$ cat src/hw/rtl/cwtq_pkg.sv
`timescale 1ns / 1ps
`default_nettype none
// ----------------------------------------------------------------------------
// cwtq_pkg
// types and codes shared by the wake-up timer queue
// ----------------------------------------------------------------------------
package cwtq_pkg;

    localparam logic [1:0] OP_ATTACH = 2'd0;
    localparam logic [1:0] OP_DETACH = 2'd1;
    localparam logic [1:0] OP_TICK   = 2'd2;
    localparam logic [1:0] OP_QUERY  = 2'd3;

    localparam logic [2:0] K_DONE     = 3'd0;
    localparam logic [2:0] K_WOKEN    = 3'd1;
    localparam logic [2:0] K_NONE_DUE = 3'd2;
    localparam logic [2:0] K_FULL     = 3'd3;
    localparam logic [2:0] K_NOTFOUND = 3'd4;

    typedef struct packed {
        logic [1:0]  opcode;
        logic [15:0] task_id;
        logic [47:0] deadline;
        logic [47:0] now;
    } t_in;

    typedef struct packed {
        logic [2:0]  kind;
        logic [15:0] woken_id;
        logic        waiting;
        logic        last;
    } t_out;

endpackage : cwtq_pkg
`default_nettype wire

$ cat src/hw/rtl/cwtq_ram.sv
`timescale 1ns / 1ps
`default_nettype none
// ----------------------------------------------------------------------------
// cwtq_ram
// generic single write, single read ram with registered read
// ----------------------------------------------------------------------------
module cwtq_ram #(
    parameter int WIDTH = 8,
    parameter int DEPTH = 8,
    localparam int AW = (DEPTH > 1) ? $clog2(DEPTH) : 1
) (
    input  wire                       i_clk,
    input  wire                       i_we,
    input  wire  [AW-1:0]             i_waddr,
    input  wire  [WIDTH-1:0]          i_wdata,
    input  wire  [AW-1:0]             i_raddr,
    output logic [WIDTH-1:0]          o_rdata
);
    logic [WIDTH-1:0] r_mem [DEPTH];

    always_ff @(posedge i_clk) begin
        if (i_we) begin
            r_mem[i_waddr] <= i_wdata;
        end
        o_rdata <= r_mem[i_raddr];
    end
endmodule
`default_nettype wire

$ cat src/hw/rtl/coalescing_wakeup_timer_queue_top.sv
`timescale 1ns / 1ps
`default_nettype none
// ----------------------------------------------------------------------------
// coalescing_wakeup_timer_queue_top
// wake-up timer queue: attach, detach, tick and query over point/member rams
// attach scans the points, then the members; detach the members, then the points;
// query the members only; tick the points, then, if one is due, the members
// of that point once for each woken id
// throughput: one item at a time, next transfer once the last result has left
// reset: valid bits clear at once, no clearing pass, merge window to 1000
// ----------------------------------------------------------------------------
module coalescing_wakeup_timer_queue_top #(
    parameter int POINTS  = 8,
    parameter int MEMBERS = 16
) (
    input  wire            i_clk,
    input  wire            i_rst_n,
    input  wire            i_valid,
    output logic           o_ready,
    input  cwtq_pkg::t_in  i_data,
    output logic           o_valid,
    input  wire            i_ready,
    output cwtq_pkg::t_out o_data,
    input  wire            i_cfg_we,
    input  wire  [31:0]    i_cfg_data
);
    import cwtq_pkg::*;

    localparam int PW = (POINTS > 1) ? $clog2(POINTS) : 1;
    localparam int MW = (MEMBERS > 1) ? $clog2(MEMBERS) : 1;

    localparam logic [2:0] S_IDLE   = 3'd0;
    localparam logic [2:0] S_PSCAN  = 3'd1;
    localparam logic [2:0] S_MSCAN  = 3'd2;
    localparam logic [2:0] S_DSEL   = 3'd3;
    localparam logic [2:0] S_RESULT = 3'd4;
    localparam logic [2:0] S_WSCAN  = 3'd5;
    localparam logic [2:0] S_WOUT   = 3'd6;

    logic [2:0]         r_state;
    t_in                r_in;
    logic [31:0]        r_win;
    logic [POINTS-1:0]  r_pv;
    logic [MEMBERS-1:0] r_mv;
    logic [PW:0]        r_pc;
    logic [MW:0]        r_mc;
    logic               r_rv;
    logic [PW-1:0]      r_ra;
    logic [MW-1:0]      r_rma;
    logic               r_bf;
    logic [PW-1:0]      r_bp;
    logic [47:0]        r_bd;
    logic               r_hit;
    logic               r_wait;
    logic [POINTS-1:0]  r_dmask;
    logic [MW-1:0]      r_dmem [POINTS];
    logic [POINTS-1:0]  r_occ1;
    logic [POINTS-1:0]  r_occ2;
    logic               r_cand;
    logic [15:0]        r_cid;
    logic [MW-1:0]      r_cm;
    logic               r_more;
    t_out               r_out;
    logic               r_ov;
    t_out               n_out;

    logic             go;
    logic             p_we;
    logic [PW-1:0]    p_wa;
    logic [47:0]      p_rd;
    logic             m_we;
    logic [MW-1:0]    m_wa;
    logic [15+PW:0]   m_wd;
    logic [15+PW:0]   m_rd;
    logic [15:0]      m_task;
    logic [PW-1:0]    m_pt;
    logic [47:0]      dl_gap;
    logic             p_end;
    logic             m_end;

    assign m_task = m_rd[15+PW:PW];
    assign m_pt   = m_rd[PW-1:0];
    assign dl_gap = (p_rd > r_in.deadline) ? p_rd - r_in.deadline : r_in.deadline - p_rd;
    assign p_end  = (r_pc < (PW+1)'(POINTS));
    assign m_end  = (r_mc < (MW+1)'(MEMBERS));

    cwtq_ram #(.WIDTH(48), .DEPTH(POINTS)) u_pram (
        .i_clk(i_clk), .i_we(p_we), .i_waddr(p_wa), .i_wdata(r_in.deadline),
        .i_raddr(r_pc[PW-1:0]), .o_rdata(p_rd));
    cwtq_ram #(.WIDTH(16+PW), .DEPTH(MEMBERS)) u_mram (
        .i_clk(i_clk), .i_we(m_we), .i_waddr(m_wa), .i_wdata(m_wd),
        .i_raddr(r_mc[MW-1:0]), .o_rdata(m_rd));

    logic          fp_f;
    logic [PW-1:0] fp_i;
    always_comb begin
        fp_f = 1'b0;
        fp_i = '0;
        for (int i = POINTS - 1; i >= 0; i--) begin
            if (!r_pv[i]) begin
                fp_f = 1'b1;
                fp_i = PW'(i);
            end
        end
    end

    logic          fm_f;
    logic [MW-1:0] fm_i;
    always_comb begin
        fm_f = 1'b0;
        fm_i = '0;
        for (int i = MEMBERS - 1; i >= 0; i--) begin
            if (!r_mv[i]) begin
                fm_f = 1'b1;
                fm_i = MW'(i);
            end
        end
    end

    assign go   = (r_state == S_RESULT) && !r_ov;
    assign p_wa = fp_i;
    assign m_wa = fm_i;
    assign m_wd = {r_in.task_id, r_bf ? r_bp : fp_i};

    always_comb begin
        p_we  = 1'b0;
        m_we  = 1'b0;
        n_out = '0;
        n_out.last = 1'b1;
        if (r_state == S_WOUT) begin
            n_out.kind     = r_cand ? K_WOKEN : K_NONE_DUE;
            n_out.woken_id = r_cand ? r_cid : 16'd0;
            n_out.last     = !(r_cand && r_more);
        end else begin
            case (r_in.opcode)
                OP_ATTACH: begin
                    if (!(r_bf && r_hit)) begin
                        if (!fm_f || (!r_bf && !fp_f)) begin
                            n_out.kind = K_FULL;
                        end else begin
                            m_we = go;
                            p_we = go && !r_bf;
                        end
                    end
                end
                OP_DETACH: begin
                    if (!r_bf) n_out.kind = K_NOTFOUND;
                end
                OP_TICK: begin
                    n_out.kind = K_NONE_DUE;
                end
                default: begin
                    n_out.waiting = r_wait;
                end
            endcase
        end
    end

    assign o_ready = (r_state == S_IDLE) && !r_ov;
    assign o_valid = r_ov;
    assign o_data  = r_out;

    always_ff @(posedge i_clk) begin
        if (!i_rst_n) begin
            r_state <= S_IDLE;
            r_pv    <= '0;
            r_mv    <= '0;
            r_ov    <= 1'b0;
            r_win   <= 32'd1000;
            r_rv    <= 1'b0;
        end else begin
            if (i_cfg_we) r_win <= i_cfg_data;
            if (r_ov && i_ready) r_ov <= 1'b0;
            case (r_state)
                S_IDLE: begin
                    if (i_valid && o_ready) begin
                        r_in    <= i_data;
                        r_pc    <= '0;
                        r_mc    <= '0;
                        r_rv    <= 1'b0;
                        r_bf    <= 1'b0;
                        r_hit   <= 1'b0;
                        r_wait  <= 1'b0;
                        r_dmask <= '0;
                        r_occ1  <= '0;
                        r_occ2  <= '0;
                        r_cand  <= 1'b0;
                        r_more  <= 1'b0;
                        r_state <= (i_data.opcode == OP_ATTACH || i_data.opcode == OP_TICK)
                                   ? S_PSCAN : S_MSCAN;
                    end
                end
                S_PSCAN: begin
                    r_rv <= p_end;
                    r_ra <= r_pc[PW-1:0];
                    if (p_end) r_pc <= r_pc + 1'b1;
                    if (r_rv && r_pv[r_ra] && (!r_bf || p_rd < r_bd)
                        && ((r_in.opcode == OP_ATTACH) ? (dl_gap <= {16'd0, r_win})
                                                       : (p_rd <= r_in.now))) begin
                        r_bf <= 1'b1;
                        r_bp <= r_ra;
                        r_bd <= p_rd;
                    end
                    if (!r_rv && !p_end) begin
                        if (r_in.opcode == OP_ATTACH) begin
                            r_state <= S_MSCAN;
                        end else if (r_bf) begin
                            r_state <= S_WSCAN;
                        end else begin
                            r_state <= S_RESULT;
                        end
                    end
                end
                S_MSCAN: begin
                    r_rv  <= m_end;
                    r_rma <= r_mc[MW-1:0];
                    if (m_end) r_mc <= r_mc + 1'b1;
                    if (r_rv && r_mv[r_rma]) begin
                        r_occ1[m_pt] <= 1'b1;
                        r_occ2[m_pt] <= r_occ1[m_pt];
                        if (m_task == r_in.task_id) begin
                            r_wait <= 1'b1;
                            if (r_bf && m_pt == r_bp) r_hit <= 1'b1;
                            if (r_pv[m_pt]) begin
                                r_dmask[m_pt] <= 1'b1;
                                r_dmem[m_pt]  <= r_rma;
                            end
                        end
                    end
                    if (!r_rv && !m_end) begin
                        r_state <= (r_in.opcode == OP_DETACH) ? S_DSEL : S_RESULT;
                    end
                end
                S_DSEL: begin
                    // earliest point holding the task, lowest index on a tie
                    r_rv <= p_end;
                    r_ra <= r_pc[PW-1:0];
                    if (p_end) r_pc <= r_pc + 1'b1;
                    if (r_rv && r_dmask[r_ra] && (!r_bf || p_rd < r_bd)) begin
                        r_bf <= 1'b1;
                        r_bp <= r_ra;
                        r_bd <= p_rd;
                    end
                    if (!r_rv && !p_end) r_state <= S_RESULT;
                end
                S_RESULT: begin
                    if (!r_ov) begin
                        r_ov  <= 1'b1;
                        r_out <= n_out;
                        if (m_we) r_mv[fm_i] <= 1'b1;
                        if (p_we) r_pv[fp_i] <= 1'b1;
                        if (r_in.opcode == OP_DETACH && r_bf) begin
                            r_mv[r_dmem[r_bp]] <= 1'b0;
                            if (!r_occ2[r_bp]) r_pv[r_bp] <= 1'b0;
                        end
                        r_state <= S_IDLE;
                    end
                end
                S_WSCAN: begin
                    // smallest remaining id of the woken point
                    r_rv  <= m_end;
                    r_rma <= r_mc[MW-1:0];
                    if (m_end) r_mc <= r_mc + 1'b1;
                    if (r_rv && r_mv[r_rma] && m_pt == r_bp) begin
                        if (!r_cand || m_task < r_cid) begin
                            r_cid <= m_task;
                            r_cm  <= r_rma;
                        end
                        r_cand <= 1'b1;
                        if (r_cand) r_more <= 1'b1;
                    end
                    if (!r_rv && !m_end) r_state <= S_WOUT;
                end
                S_WOUT: begin
                    if (!r_ov) begin
                        r_ov  <= 1'b1;
                        r_out <= n_out;
                        if (r_cand) r_mv[r_cm] <= 1'b0;
                        if (r_cand && r_more) begin
                            r_mc    <= '0;
                            r_rv    <= 1'b0;
                            r_cand  <= 1'b0;
                            r_more  <= 1'b0;
                            r_state <= S_WSCAN;
                        end else begin
                            r_pv[r_bp] <= 1'b0;
                            r_state    <= S_IDLE;
                        end
                    end
                end
                default: r_state <= S_IDLE;
            endcase
        end
    end
endmodule
`default_nettype wire

$ cat config.mk
export PLATFORM = sky130hd
export DESIGN_NAME = coalescing_wakeup_timer_queue_top
export DESIGN_NICKNAME = d
export VERILOG_FILES = /design/src/hw/rtl/cwtq_pkg.sv /design/src/hw/rtl/cwtq_ram.sv /design/src/hw/rtl/coalescing_wakeup_timer_queue_top.sv
export SDC_FILE = /design/constraint.sdc
export NUM_CORES = 2
export LEC_CHECK = 0
export BUFFER_PORTS_ARGS = -buffer_cell sky130_fd_sc_hd__buf_4
export CAP_MARGIN = 20
export CORE_MARGIN = 5
export CORE_UTILIZATION = 45
export CTS_BUF_LIST = sky130_fd_sc_hd__clkbuf_4 sky130_fd_sc_hd__clkbuf_8
export CTS_CLUSTER_SIZE = 16
export DETAILED_ROUTE_END_ITERATION = 10
export PLACE_DENSITY = 0.61
export SYNTH_ARGS = -nofsm -noshare
export SYNTH_HDL_FRONTEND = slang
export SYNTH_HIERARCHICAL = 1
export SYNTH_SLANG_ARGS = --single-unit
$ cat constraint.sdc
create_clock -name i_clk -period 17.58 [get_ports i_clk]
set_input_delay 0 -clock i_clk [delete_from_list [all_inputs] [get_ports i_clk]]
set_output_delay 0 -clock i_clk [all_outputs]
set_load 0.02 [all_outputs]
== After elaboration in Yosys (flattened, before gate mapping) ==
Memory sizes are Yosys's and may differ from the RTL's. A register that Yosys moved wholly into a read port is not among the register bits.
Index checks and enable logic that the tools add are counted.
Operators by class
  $add $sub $neg: 4
  bitwise gates (word level): 12
  equality and inequality tests: 31
  reductions and logical operators: 73
  magnitude comparators: 21
  mux-type cells: 178
Operator list (count)
  $mux W48: 3
  $mux W16: 8
  $mux W8: 15
  $pmux W48 S2: 1
  $sub A48 B48 Y48: 2
  $mux W1: 72
  $mux W3: 24
  $mux W4: 18
  $pmux W8 S2: 4
  $gt A48 B48 Y1: 1
  $le A48 B32 Y1: 1
  $le A48 B48 Y1: 1
  $lt A48 B48 Y1: 1
  $and A16 B16 Y16: 2
  $ne A2 B2 Y1 const B: 16
  $not A16 Y16: 2
  $pmux W16 S2: 1
  $reduce_and A4 Y1: 7
  $logic_and A1 B1 Y1: 25
  $or A8 B8 Y8: 3
  $reduce_and A6 Y1: 4
  $pmux W3 S7: 1
  $lt A4 B5 Y1 const B: 4
  $mux W5: 4
  other kinds (46): 99
Word-level totals
  RAM bits: 720
  register bits: 312
  output and inout port bits: 23
  memories kept: 3
Memories
  u_pram.r_mem: depth 8, width 48, read ports 1, clocked after memory_dff 1, wr ports 1, line cwtq_ram.sv:19  | logic [WIDTH-1:0] r_mem [DEPTH];
  u_mram.r_mem: depth 16, width 19, read ports 1, clocked after memory_dff 1, wr ports 1, line cwtq_ram.sv:19
  r_dmem: depth 8, width 4, read ports 1, clocked after memory_dff 1, wr ports 1, line coalescing_wakeup_timer_queue_top.sv:56  | logic [MW-1:0] r_dmem [POINTS];

== Longest topological paths before layout ==
  word-level depth: 31
  depth in mapped cells: 30
  depth with buffers taken out: 29

== Hierarchy ==
Netlist, hierarchy kept.
Modules (own cells, without submodules)
  coalescing_wakeup_timer_queue_top: area an instance 23312.4 µm², times used 1, cells an instance 2404, seq. area each 9779.4 µm²
  cwtq_ram (u_pram): area an instance 15620.0 µm², times used 1, cells an instance 616, seq. area each 12492.0 µm²
  cwtq_ram (u_mram): area an instance 11846.4 µm², times used 1, cells an instance 507, seq. area each 9509.1 µm²

== Worst setup path after synthesis ==
No wires, ideal clock.
  path kind: reg-to-reg
  start: register r_in[48] (netlist bit)
  end: register r_bd[0], enable pin
  library setup time: 460 ps
  period minus slack after synthesis: 7490 ps
  data required time: 17120 ps
  arrival: 7030 ps
  slack: 10090 ps
  stages on the path, launching flop included: 28
  cells stage by stage: edfxtp_1 ha_1 inv_1 fa_1 a211oi_1 o211ai_2 and3_4 o211ai_2 a21oi_2 nor2_4 buf_2 buf_2 o21ai_0 o31ai_1 xor2_1 ha_1 a21o_1 a21o_1 a21oi_1 o21ai_0 o21ai_0 a31oi_1 nor3_1 a22oi_1 nor4_1 and2_1 a21oi_2 nor2_1
On the way
  word-level cells in the longest chain between the ends: 7
  elaborated cells on any way between the ends: 9
  classes of those cells: add/sub (2); order compare (2); eq/ne (1); mux (2); reduce/logical (2)
Ends and longest elaborated chain
  from (decl): line coalescing_wakeup_timer_queue_top.sv:41  | t_in r_in;
  from (signal assigned): line coalescing_wakeup_timer_queue_top.sv:177  | r_in <= i_data;
  $sub A48 B48 Y48 / $gt A48 B48 Y1 (equally long branches): line coalescing_wakeup_timer_queue_top.sv:83  | assign dl_gap = (p_rd > r_in.deadline) ? p_rd - r_in.deadline : r_in.deadline - p_rd;
  $mux W48 *: line coalescing_wakeup_timer_queue_top.sv:83
  $le A48 B32 Y1 *: line coalescing_wakeup_timer_queue_top.sv:198  | && ((r_in.opcode == OP_ATTACH) ? (dl_gap <= {16'd0, r_win})
  $mux W1 *: line coalescing_wakeup_timer_queue_top.sv:198
  $logic_and A1 B1 Y1 *: line coalescing_wakeup_timer_queue_top.sv:198
  $ne A2 B2 Y1 (no source line) *
  $reduce_and A4 Y1 (no source line) *
  to (signal assigned): line coalescing_wakeup_timer_queue_top.sv:202  | r_bd <= p_rd;
  to (signal assigned): line coalescing_wakeup_timer_queue_top.sv:242  | r_bd <= p_rd;
  to (decl): line coalescing_wakeup_timer_queue_top.sv:52  | logic [47:0] r_bd;
Mark *: on every way between the ends. The rest lies on a longest branch, timed or not.
A chain may end at the register's enable or synchronous reset.

== Worst setup path in the final report ==
  start: register r_in[58] (netlist bit)
  end: register r_bd[9], enable pin
Same word-level chain as after synthesis.

==> impl_results.md <==
- Status: finished clean
- Die ar.: approximately 120000 sq um
- Routed wire per std cell: 24.43 um
- Cell variety after synth: 91
- Finished Layout Cells: roughly 5.8k
- Reported net switching power: 0.002727 W
- Top FF cell, synth: edfxtp_1
- Synth warnings: 6
- Number of remaining DRC errors: 0
- Routed WL: 141400 um
- Synth Cell Area: 50780 sq um
- Comb power frac: 0.295
- Global-route wire length before repair: 210400 um
- Syn_nets: between 3k and 4k
- Largest net degree at the start of global routing: 56
- Post-synthesis sequential area ratio: 0.6259
- Syn Area/Cell: 14.40 sq um
- Area Overhead vs Synth: 19.81%
- Simple-gate share of the synthesized area: 0.06692
- Largest family of logic cells by synthesized area: multiplexers
- Fraction of layout cells with a size suffix above 1: 0.1946
- Min Hold Slack: between 0.1 and 0.15 ns
- Post-synthesis compound-gate area fraction: 0.08723
- CTS Sinks: 1102
- Port buffer count: 173
- Row count: 123
- Sequential power share: 0.410
- Final ANT Viol Nets: 0
- Internal: 0.005300 W
- M2 GR Usage: 0.3539
- CTS tree: built
- Initial DRC count: roughly 3.2k
- Worst VDD drop: 0.07236 mV
- RSZ-0062 raised after global routing: false
- Leakage power: 22.42 nW
- Post-synth EDFFs: between 900 and 1k
- Mux contribution to synthesized area: 0.1082
- Drt pass-1 iters: 5
- Worst-path clk slew: around 0.07 ns
- CTS buffer count: 182
- Post-synthesis xor/xnor area fraction: 0.01190
- Critical Path AT: approximately 8.8 ns
- Fin nets: 4520
- Endpoints failing setup: 0
- Max Fclk: 120.6 MHz
- Dpl hpwl: 91560 um
- Core area: 112300 sq um
- Rel. slew slack: 0.2612
- HP Class: in2reg
- Worst slew pin tran: 1.102 ns
- Initial antenna violation count: 3
- Crit. End Element: flop
- Final Hold Fails: 0
- Worst-Skew Late Latency: 0.90 ns
- Boundary Pins: 174
- Die Wd: 345.9 um
- Via/cell ratio: 5.639
- Die Height: 345.9 um
- Design area: 60840 sq um
- DP Cell Count: 5107
- Placed cell area: 53570 sq um
- Quantity of gates resized following cts: 0
- TNS Setup: 0 ns
- Final Util: 0.5415
- # H-tree levels: 4
- Syn Inst Count: 3527
- Min Tclk post-route: 8.289 ns
- Kind of critical path: reg2reg
- FFs w/ async S/R, synth: 0
- Routability congestion estimate: 0.9556
- Clock share of power: 0.295
- Vias: 32.65k
- Power per cell area: 131.9 nW/um^2
- Crit-path max FO: 36
- Req. time, crit path: 18.07 ns
- Max-slew violation count: 0
- Post-synthesis register bit count: 1102
- Starting density of the core: 0.4520
- Startpoint type of the worst setup path: flop
- Final period utilization: 0.4715
- Layout Skew: around 0.055 ns
- Number of global-route vias before repair: approximately 33k
- Clock tree buffer depth: 3
- Post CTS Setup Buffer Count: 0
- Most Crowded Layer GR: met2
- Area share of fa/ha/maj cells after synthesis: 0.06042
- Switching fraction of total power: 0.3397
- Total grt overflow: 0
- Total track usage: 0.2325
- MaxCap Viol Count: 0
- Met1 Use GR: 0.3458
- Clk root buf: clkbuf_8
- GR Util met3: 0.04703
-- power by group through the flow --
| stage | Sequential [W] | Clock [W] | Combinational (W) |
|---|---|---|---|
| floorplan | 0.00325 | 0 | 0.00167 |
| global placement | 0.00334 | 0 | 0.00229 |
| detailed placement | 0.00334 | 0 | 0.00228 |
| CTS | 0.00329 | 0.00242 | 0.00235 |
| global route | 0.00331 | 0.00255 | 0.00259 |
| finish | 0.00329 | 0.00237 | 0.00237 |
-- critical path, stage by stage, from the launching register on --
cell	delay, ns
edfxtp_1	0.54
inv_1	0.08
ha_1	0.58
nand4_1	0.22
nor4_1	0.71
nand4_2	0.28
nand3_2	0.16
a21o_2	0.18
nand2_2	0.54
o21ai_0	0.75
xnor2_1	0.24
ha_1	0.23
a21o_1	0.17
a21o_1	0.17
a21oi_1	0.16
o22ai_1	0.09
nor4b_1	0.46
a31oi_1	0.26
nor3_1	0.20
a22oi_1	0.11
nor4_1	0.27
and2_1	0.20
a21oi_2	0.12
nor2_4	0.53
buf_4	0.57
-- cell type report --
class,count,area (sq um)
clock inverter,79,688.2
timing repair buffer,552,4980
fill,9278,51510
multi-input combinational,2002,17200
inverter,285,1070
clock buffer,265,3228
antenna,5,12.51
tap,1500,1877
sequential,1102,31780
-- layout by cell type (no fill, tap or decap), types with 20 or more instances in the layout --
master,n
o21ai_0,125
mux2i_1,47
nor3_1,36
ha_1,242
o31ai_1,26
mux4_2,186
nand4_1,70
clkbuf_4,67
a22oi_1,44
a31oi_1,35
nand3_1,44
nor2_4,20
edfxtp_1,971
clkbuf_8,198
dfxtp_1,131
o211ai_1,22
buf_4,218
nor2_1,211
nand2_1,173
inv_1,283
dlygate4sd3_1,334
a21o_1,73
nand2b_1,20
a21oi_1,237
mux2_4,40
xor2_1,26
xnor2_1,43
nor2b_1,24
clkinv_1,43
-- registers in the layout, indices dropped and copies added (netlist names), 5 cells and up, named ones only --
register	flops
u_mram/r_mem	304
r_win	32
o_data	21
r_mc	5
u_pram/o_rdata	48
u_pram/r_mem	384
r_dmem	32
r_in	98
r_bd	48
m_wd	16
r_cid	16
r_pv	8
r_occ2	8
r_mv	16
u_mram/o_rdata	19
r_occ1	8
r_dmask	8
-- what timing repair did --
item	4_1_cts	5_1_grt
endpoints found under the hold margin	266	0
setup endpoints to repair	0	0
hold buffers	334	0
-- final timing paths --
kind	from	endpoint	slack, ns	cells past startpoint
setup / recovery	r_in[58]$_DFFE_PP_	r_bd[9]$_DFFE_PP_	9.29	24
hold reg to reg	r_ra[2]$_DFFE_PP_	r_bp[2]$_DFFE_PP_	0.46	0
hold / removal	i_rst_n	r_pv[6]$_SDFFE_PN0P_	0.12	4
setup reg to reg	r_in[58]$_DFFE_PP_	r_bd[9]$_DFFE_PP_	9.29	24
-- synth_stat cells, drive strengths merged, types with 22 or more instances --
cell type / n / area, sq um
edfxtp: 971 / 29160
inv: 284 / 1066
ha: 242 / 3028
a21oi: 241 / 1221
nor2: 233 / 884.6
mux4: 189 / 4268
nand2: 175 / 661.9
dfxtp: 131 / 2623
o21ai: 131 / 666.9
buf: 93 / 763.2
a21o: 75 / 565.6
nand4: 73 / 493.0
mux2: 54 / 758.2
mux2i: 47 / 470.5
nand3: 46 / 240.2
clkbuf: 45 / 168.9
a22oi: 44 / 330.3
xnor2: 43 / 376.6
nor3: 42 / 210.2
a31oi: 35 / 219.0
o31ai: 27 / 202.7
xor2: 26 / 227.7
o211ai: 25 / 202.7
nor2b: 24 / 150.1
a211oi: 22 / 180.2
-- stage by stage --
step,setup slack (ns),total power (W)
final,9.291,0.008026
after detailed placement,9.584,0.005618
after floorplan,10.09,0.004919
after global routing,8.932,0.008450
after CTS,9.496,0.008063
after global placement,9.674,0.005624
-- per-layer routing --
| metal | wire length [um] | vias up |
|---|---|---|
| li1 | - | 14740 |
| met1 | 63660 | 16460 |
| met2 | 63830 | 1269 |
| met3 | 11260 | 185 |
| met4 | 2701 | 0 |
| met5 | 0 | - |
-- kinds of logic (layout without fill, tap and decap cells) --
logic type / count (synthesis) / after routing
AO/OA/AOI/OAI: 700 / 700
adder cells (fa/ha/maj): 244 / 244
multiplexers: 290 / 290
AND/OR/NAND/NOR: 699 / 699
other: 0 / 5
XOR/XNOR: 69 / 69
flip-flops: 1102 / 1102
buffers and inverters: 423 / 1181
Power figures use the tool's default switching activity.
